--- src/conv3x3_relu_maxpool_layer_top_defines.svh ---
// Assertion macros for the conv3x3 layer RTL.
// No dependencies; define ASSERT_OFF to drop all checks.
`ifndef CONV3X3_RELU_MAXPOOL_LAYER_TOP_DEFINES_SVH
`define CONV3X3_RELU_MAXPOOL_LAYER_TOP_DEFINES_SVH
`ifndef ASSERT_OFF
`define CRMP_ASSERT(lbl, prop, msg) \
  lbl: assert property (@(posedge clk_i) disable iff (!rst_ni) prop) else $error(msg);
`define CRMP_ASSERT_ALWAYS(lbl, prop, msg) \
  lbl: assert property (@(posedge clk_i) prop) else $error(msg);
`else
`define CRMP_ASSERT(lbl, prop, msg)
`define CRMP_ASSERT_ALWAYS(lbl, prop, msg)
`endif
`endif

--- src/crmp_pkg.sv ---
// Shared constants, types and arithmetic helpers of the conv3x3 layer.
// No dependencies.
package crmp_pkg;
  localparam int MAX_WIDTH   = 256;
  localparam int NUM_KERNELS = 8;
  localparam int TAPS        = 9;
  localparam int DATA_WIDTH  = 16;
  localparam int POOL_COLS   = MAX_WIDTH / 2;
  localparam int ACT_W       = 15;
  localparam int ACC_W       = 36;
  localparam int PSUM_W      = 34;

  localparam logic [1:0] FUNC_PIXEL  = 2'd0;
  localparam logic [1:0] FUNC_LOAD_W = 2'd1;
  localparam logic [1:0] FUNC_LOAD_B = 2'd2;

  typedef logic signed [DATA_WIDTH-1:0] pix_t;
  typedef pix_t win_t [TAPS];

  typedef struct packed {
    logic       vld;
    logic       first;
    logic       emit;
    logic [6:0] pr;
    logic [6:0] pc;
  } ctl_t;

  typedef struct packed {
    logic       wr_w;
    logic       wr_b;
    logic [2:0] ksel;
    logic [3:0] tap;
    pix_t       val;
  } load_t;

  typedef struct packed {
    logic [2:0]       channel;
    logic [6:0]       pool_row;
    logic [6:0]       pool_col;
    logic [ACT_W-1:0] act;
    logic             last;
  } out_t;

  function automatic logic [ACT_W-1:0] relu_round(input logic signed [ACC_W-1:0] acc);
    logic signed [ACC_W-1:0] t;
    t = (acc + ACC_W'(128)) >>> 8;
    if (acc < 0) begin
      return '0;
    end else if (t > ACC_W'(32767)) begin
      return {ACT_W{1'b1}};
    end else begin
      return t[ACT_W-1:0];
    end
  endfunction
endpackage

--- src/crmp_out_cell.sv ---
// One cell of the result chain: load a result or take the neighbor's.
// Depends on crmp_pkg.
module crmp_out_cell import crmp_pkg::*; (
  input  logic clk_i,
  input  logic load_i,
  input  logic shift_i,
  input  out_t load_data_i,
  input  out_t next_i,
  output out_t data_o
);
  out_t data_q;

  always_ff @(posedge clk_i) begin
    if (load_i) begin
      data_q <= load_data_i;
    end else if (shift_i) begin
      data_q <= next_i;
    end
  end

  assign data_o = data_q;
endmodule

--- config.mk ---
export PLATFORM = sky130hd
export DESIGN_NAME = crmp_out_cell
export DESIGN_NICKNAME = d
export VERILOG_FILES = /design/src/conv3x3_relu_maxpool_layer_top_defines.svh /design/src/crmp_pkg.sv /design/src/crmp_out_cell.sv
export SDC_FILE = /design/constraint.sdc
export NUM_CORES = 1
export LEC_CHECK = 0
export BUFFER_PORTS_ARGS = -buffer_cell sky130_fd_sc_hd__clkbuf_2
export CELL_PAD_IN_SITES_DETAIL_PLACEMENT = 0
export CELL_PAD_IN_SITES_GLOBAL_PLACEMENT = 1
export CORE_ASPECT_RATIO = 1.4
export CORE_MARGIN = 3
export CORE_UTILIZATION = 36
export CTS_BUF_LIST = sky130_fd_sc_hd__clkbuf_2 sky130_fd_sc_hd__clkbuf_4 sky130_fd_sc_hd__clkbuf_8
export CTS_CLUSTER_SIZE = 40
export DETAILED_ROUTE_END_ITERATION = 6
export PLACE_DENSITY_LB_ADDON = 0.15
export SLEW_MARGIN = 5
export SYNTH_ARGS = -nofsm -noshare
export SYNTH_HDL_FRONTEND = slang
export SYNTH_SLANG_ARGS = --single-unit
--- constraint.sdc ---
create_clock -name clk_i -period 3.3 [get_ports clk_i]
set_input_delay 0.66 -clock clk_i [delete_from_list [all_inputs] [get_ports clk_i]]
set_output_delay 0.66 -clock clk_i [all_outputs]
set_load 0.005 [all_outputs]
==> flow_summary.ini, run 1 <==
[critical_path]
cp_top_family = buffers and inverters
cp-start-kind = primary input
end_kind = flip-flop
crit_required_ns = 3.33
path_class = in2reg
worstPathArrival_ns = 1.63
critical_path_buf_inv_count = 2
crit_chain = clkbuf_2, buf_4, mux2_2
max_stage_delay_ns = 0.48
crit_path_top_delay_cell = buf_4
path_max_fanout = 33

[floorplanning]
die_x_um = 61.4
die_y_um = 83.6
fp-row-count = 27
core_area_um2 = 4050
pin_count = 102
dieArea_um2 = 5140
initial_utilization_pct = 38.2

[pwr]
p_sw_share_pct = 21.6
power_mw = 0.969
p_switching_mw = 0.209
ir_worst_vdd_mv = 0.240
power.internal_mw = 0.760
p_seq_share_pct = 54.3
combPwrFrac_pct = 16.9
clkPwrFrac_pct = 28.8
cellPowerDensity_nw_per_um2 = 453
p_leak_nw = 1.07

[clock_network]
cts_buffers = 5
cts_tree = built
clk_pin_slew_ns = 0.06
htreeDepth = 2
clock-root-buffer = clkbuf_8
post-cts-setup-buffers = 0
ctsResizeCount = 0
cts_hold_buf = 0
clock-sinks = 33
clockBufferDepth = 2

[synthesis]
syn_nets = 140
ys_seq_area_share_pct = 64.0
ys_ff_latch = 33
synth_area_leader_cell = edfxtp_1
synth_cell_types = 6
yosysWarningCount = 0
avgSynthCellArea_um2 = 21.8
synth_top_cell_area_share_pct = 64.0
syn_area_um2 = 1550
syn-instance-count = 71
synth.area.top_cells = edfxtp_1, mux2_4, buf_12, mux2_2, buf_6

[place]
io_buffer_count = 101
place.gp.congestion = 0.700
dp_hpwl_um = 2560
postPlaceCellArea_um2 = 2060

[sta]
worst_pin_slew_ns = 0.576
hold_violations = 0
maxSlewHeadroom_pct = 61.6
max_freq_mhz = 624
drv_slew = 0
setup_viol = 0
finalCriticalPeriod_ns = 1.60
holdWs_ns = 0.679
rsz0062_at_grt = no
fin_crit_sh_pct = 48.6
setup_tns_ns = 0

[grt]
grt_pass1_vias = 1043
grt_pass1_wl_um = 4930
antenna_found_initial = 0
grt_overflow = 0
grt_use_total_pct = 13.0
grt_max_degree = 34

[final_layout]
mostFrequentLayoutCells = clkbuf_2, edfxtp_1, mux2_4
final_nets = 247
largest_reg_flops = 33
fin_area_um2 = 2140
drive_above_1_share_pct = 79.9
insertedDiodeCount = 0
areaGrowthSynthToFinish_pct = 38.2
layout_commonest_cell = clkbuf_2
final_core_util_pct = 52.8

[routing]
vias_per_cell = 4.51
wl_per_cell_um = 14.7
finalWirelength_um = 3270
drtIter0Drc = 24
vias = 1002
drc_errors = 0
detail-route-antenna-nets = 0
dr.pass1.iters = 4

[flow_run]
drv_cap = 0

[hold_path]
hold_class = in2reg

[run_status]
status = finished, final reports clean
[power by group through the flow]
stage                     registers, mW  logic (mW)  clock network (mW)
after floorplan                   0.542      0.0733                   0
after global placement            0.535       0.163                   0
after detailed placement          0.535       0.167                   0
after CTS                         0.527       0.167               0.293
after global routing              0.531       0.180               0.307
final                             0.526       0.163               0.279
[final timing paths]
path	endpoint	cells past startpoint	startpoint
worst max-delay path	data_o[0]	3	load_i
worst min-delay path	data_o[15]	2	load_data_i[15]
[final cells by class]
type,count,area (um2)
clock buffers,5,68.8
well taps,43,53.8
repair buffers,104,528
flip-flops and latches,33,991
multi-input cells,34,487
clock inverters,3,12.5
fillers,359,1910
[stage by stage]
stage,cells,setup slack [ns]
after floorplan,71,1.20
after global placement,214,1.43
after detailed placement,214,1.39
after CTS,222,1.70
after global routing,222,1.65
final,222,1.70
[cells by family after synthesis]
family | synth area share, %
AND/OR/NAND/NOR | 0.404
flip-flops | 64.0
multiplexers | 31.0
buffers and inverters | 4.60
[cell usage after synthesis]
cell type	number
buf_6	1
edfxtp_1	33
or2_1	1
mux2_2	4
mux2_4	29
buf_12	3
[per-layer routing]
metal / share of wire (%) / GRT usage (%) / vias to the layer above
met1: 34 / 12.7 / 448
met5: 0 / 0 / -
met2: 53 / 22.2 / 59
met3: 10 / 5.88 / 6
met4: 2.2 / 6.18 / 0
li1: - / - / 489
Note: power is estimated with default switching activity, not from simulation.
==> run 2: changes to the inputs <==
- CORE_UTILIZATION: 36 -> 34
- clock period: 3.3 -> 1.57 ns (I/O delays scaled with it)
==> run 2 against run 1 <==
Compared with the run above: sequential share of layout area shrank 1.1 points; global-route usage decreased by 0.63 points; worst setup slack worse by 1.2 ns; largest cell class unchanged; largest power group unchanged; highest routed layer unchanged.
==> flow_summary.ini, run 2 (synthesis results as in run 1) <==
[hold_path]
min_from = load_data_i[27]
hold_end = data_o[27]
hold_class = in2reg
hold-path-cell-count = 2

[flow_run]
drv_cap = 0

[floorplanning]
die_y_um = 85.9
dieArea_um2 = 5410
core_area_um2 = 4310
fp-row-count = 28
initial_utilization_pct = 35.9
die_x_um = 63.0
pin_count = 102

[sta]
drv_slew = 0
setup_viol = 0
hold_violations = 0
finalCriticalPeriod_ns = 1.11
setup_tns_ns = 0
rsz0062_at_grt = no
maxSlewHeadroom_pct = 82.9
fin_crit_sh_pct = 70.4
worst_pin_slew_ns = 0.256
max_freq_mhz = 905

[grt]
grt_use_total_pct = 12.4
grt_pass1_wl_um = 5130
antenna_found_initial = 0
grt_pass1_vias = 1168
grt_overflow = 0
grt_max_degree = 21

[clock_network]
clockBufferDepth = 2
cts_hold_buf = 0
clock-sinks = 33
cts_buffers = 5
clk_pin_slew_ns = 0.07
post-cts-setup-buffers = 0
htreeDepth = 2
ctsResizeCount = 0
cts_tree = built
clock-root-buffer = clkbuf_8

[final_layout]
final_core_util_pct = 50.9
drive_above_1_share_pct = 81.8
final_nets = 249
mostFrequentLayoutCells = clkbuf_2, edfxtp_1, mux2_4
areaGrowthSynthToFinish_pct = 41.7
layout_commonest_cell = clkbuf_2
fin_area_um2 = 2190
stdcell_count = 241
insertedDiodeCount = 0
largest_reg_flops = 33

[place]
dp_hpwl_um = 2560
placed_cells = 233
io_buffer_count = 101
place.gp.congestion = 0.756
postPlaceCellArea_um2 = 2110

[critical_path]
critical_path_buf_inv_count = 1
crit_required_ns = 1.26
end_kind = output pin
crit_chain = clkbuf_2
worstPathArrival_ns = 0.79
cp_top_family = flip-flops
path_class = reg2out
path_max_fanout = 1
cp-start-kind = flip-flop
crit_path_top_delay_cell = edfxtp_1
max_stage_delay_ns = 0.39

[run_status]
status = finished, final reports clean

[routing]
finalWirelength_um = 3260
dr.pass1.iters = 4
vias = 1021
drtIter0Drc = 11
detail-route-antenna-nets = 0
drc_errors = 0
wl_per_cell_um = 13.5
vias_per_cell = 4.24

[pwr]
p_leak_nw = 1.09
cellPowerDensity_nw_per_um2 = 946
ir_worst_vdd_mv = 0.360
run 2: metal layers:
metal | GRT usage [%] | wire length, um | share of wire, %
met5 | 0 | 0 | 0
met4 | 5.42 | 95 | 2.9
met3 | 5.64 | 323 | 9.9
met2 | 22.5 | 1800 | 55
met1 | 11.9 | 1040 | 32
run 2: worst max path at each step:
stage / start / end / slack [ns] / cells past startpoint
after CTS: data_o[11] / data_o[11] / 0.45 / 1
after detailed placement: load_i / data_o[4] / 0.21 / 3
after floorplan: load_i / data_o[0] / 0.13 / 3
after global placement: load_i / data_o[5] / 0.24 / 3
final: data_o[11] / data_o[11] / 0.46 / 1
after global routing: data_o[11] / data_o[11] / 0.43 / 1
run 2: power by group:
group          internal, mW  switching, mW
clock network         0.324          0.296
logic                 0.224          0.126
registers              1.08         0.0252
run 2: final cells by class:
cell class	count	area, um2
clock buffer	6	76.3
clock inverter	2	10.0
fill	408	2110
multi-input combinational	34	487
sequential	33	991
tap	60	75.1
timing repair buffer	106	556
run 2: per-stage QoR:
stage                     hold slack [ns]  power (mW)  worst slack, ns
after floorplan                     0.531        1.29            0.131
after global placement              0.615        1.47            0.241
after detailed placement            0.618        1.48            0.212
after CTS                           0.321        2.11            0.450
after global routing                0.319        2.18            0.425
final                               0.333        2.08            0.465
==> run 3: changes to the inputs <==
- clock period: 1.57 -> 1.1 ns (I/O delays scaled with it)
==> run 3 against run 2 <==
Compared with the run above: worst setup slack lost 0.36 ns; via count shrank 2.0%; largest cell class unchanged; sequential share of layout area grew 0.26 points; non-clock buffer count shrank 3; final cell count shrank 1.2%; count of clock-buffer cells in the layout shrank 1; critical endpoint is now data_o[12]; global-route usage grew 0.052 points; highest routed layer unchanged.
==> flow_summary.ini, run 3 (synthesis results as in run 1) <==
[critical_path]
crit_required_ns = 0.88
max_stage_delay_ns = 0.38
crit_path_top_delay_cell = edfxtp_1
cp_top_family = flip-flops
crit_chain = clkbuf_2
worstPathArrival_ns = 0.78
end_kind = output pin
path_class = reg2out
path_max_fanout = 1
cp-start-kind = flip-flop
critical_path_buf_inv_count = 1

[sta]
drv_slew = 0
setup_tns_ns = 0
setup_slack_ns = 0.102
setup_viol = 0
rsz0062_at_grt = no
finalCriticalPeriod_ns = 0.998
maxSlewHeadroom_pct = 69.2
max_freq_mhz = 1000
hold_violations = 0
fin_crit_sh_pct = 90.7
worst_pin_slew_ns = 0.461
holdWs_ns = 0.241

[grt]
grt_pass1_wl_um = 5040
grt_use_total_pct = 12.4
grt_overflow = 0
grt_max_degree = 34
antenna_found_initial = 0
grt_pass1_vias = 1135

[clock_network]
post-cts-setup-buffers = 0
ctsResizeCount = 0
clk_pin_slew_ns = 0.07
cts_hold_buf = 0
cts_buffers = 5
clock-root-buffer = clkbuf_8
cts_tree = built
clock-sinks = 33
clockBufferDepth = 2
htreeDepth = 2

[routing]
dr.pass1.iters = 2
drc_errors = 0
finalWirelength_um = 3200
vias = 1001
detail-route-antenna-nets = 0
vias_per_cell = 4.21
drtIter0Drc = 19
wl_per_cell_um = 13.4

[floorplanning]
die_y_um = 85.9
initial_utilization_pct = 35.9
core_area_um2 = 4310
fp-row-count = 28
pin_count = 102
die_x_um = 63.0
dieArea_um2 = 5410

[hold_path]
hold_class = in2reg

[final_layout]
areaGrowthSynthToFinish_pct = 40.9
largest_reg_flops = 33
drive_above_1_share_pct = 80.3
layout_commonest_cell = clkbuf_2
nFillCells = 389
insertedDiodeCount = 0
seqCellArea_um2 = 991
mostFrequentLayoutCells = clkbuf_2, edfxtp_1, mux2_4
final_nets = 246
multi_input_area_um2 = 489

[place]
io_buffer_count = 101
place.gp.congestion = 0.677
pre_cts_ws_ns = -0.109

[pwr]
ir_worst_vdd_mv = 0.741
cellPowerDensity_nw_per_um2 = 1330
p_leak_nw = 1.07

[flow_run]
drv_cap = 0

[run_status]
status = finished, final reports clean
## run 3: cell type report
cell class | instances | area share, %
Clock buffer | 5 | 3.15
Clock inverter | 3 | 0.573
Multi-Input combinational cell | 34 | 22.4
Sequential cell | 33 | 45.4
Tap cell | 60 | 3.44
Timing Repair Buffer | 103 | 25.0
## run 3: path summary, 6_finish.rpt
kind / start / end / slack (ns) / cells past startpoint
max: data_o[12] / data_o[12] / 0.10 / 1
min: load_data_i[12] / data_o[12] / 0.24 / 2
## run 3: per-stage QoR
step	power, mW	cell area, um2	util (%)	instances
after global placement	2.11	2100	48.8	230
after detailed placement	2.12	2100	48.8	230
after CTS	2.96	2180	50.6	238
after global routing	3.08	2180	50.6	238
final	2.91	2180	50.6	238
after floorplan	1.85	1560	-	71
## run 3: report_power, final
part | internal [mW] | total [mW] | switching, mW
logic | 0.319 | 0.498 | 0.180
clock network | 0.425 | 0.830 | 0.405
registers | 1.54 | 1.58 | 0.0343
total | 2.29 | 2.91 | 0.619
## run 3: metal layers
metal / part of all wire (%) / up-vias / wire length [um] / track usage (%)
li1: - / 489 / - / -
met1: 32 / 446 / 1010 / 11.2
met2: 55 / 61 / 1760 / 23.2
met3: 12 / 5 / 371 / 6.29
met4: 1.8 / 0 / 56 / 4.82
met5: 0 / - / 0 / 0
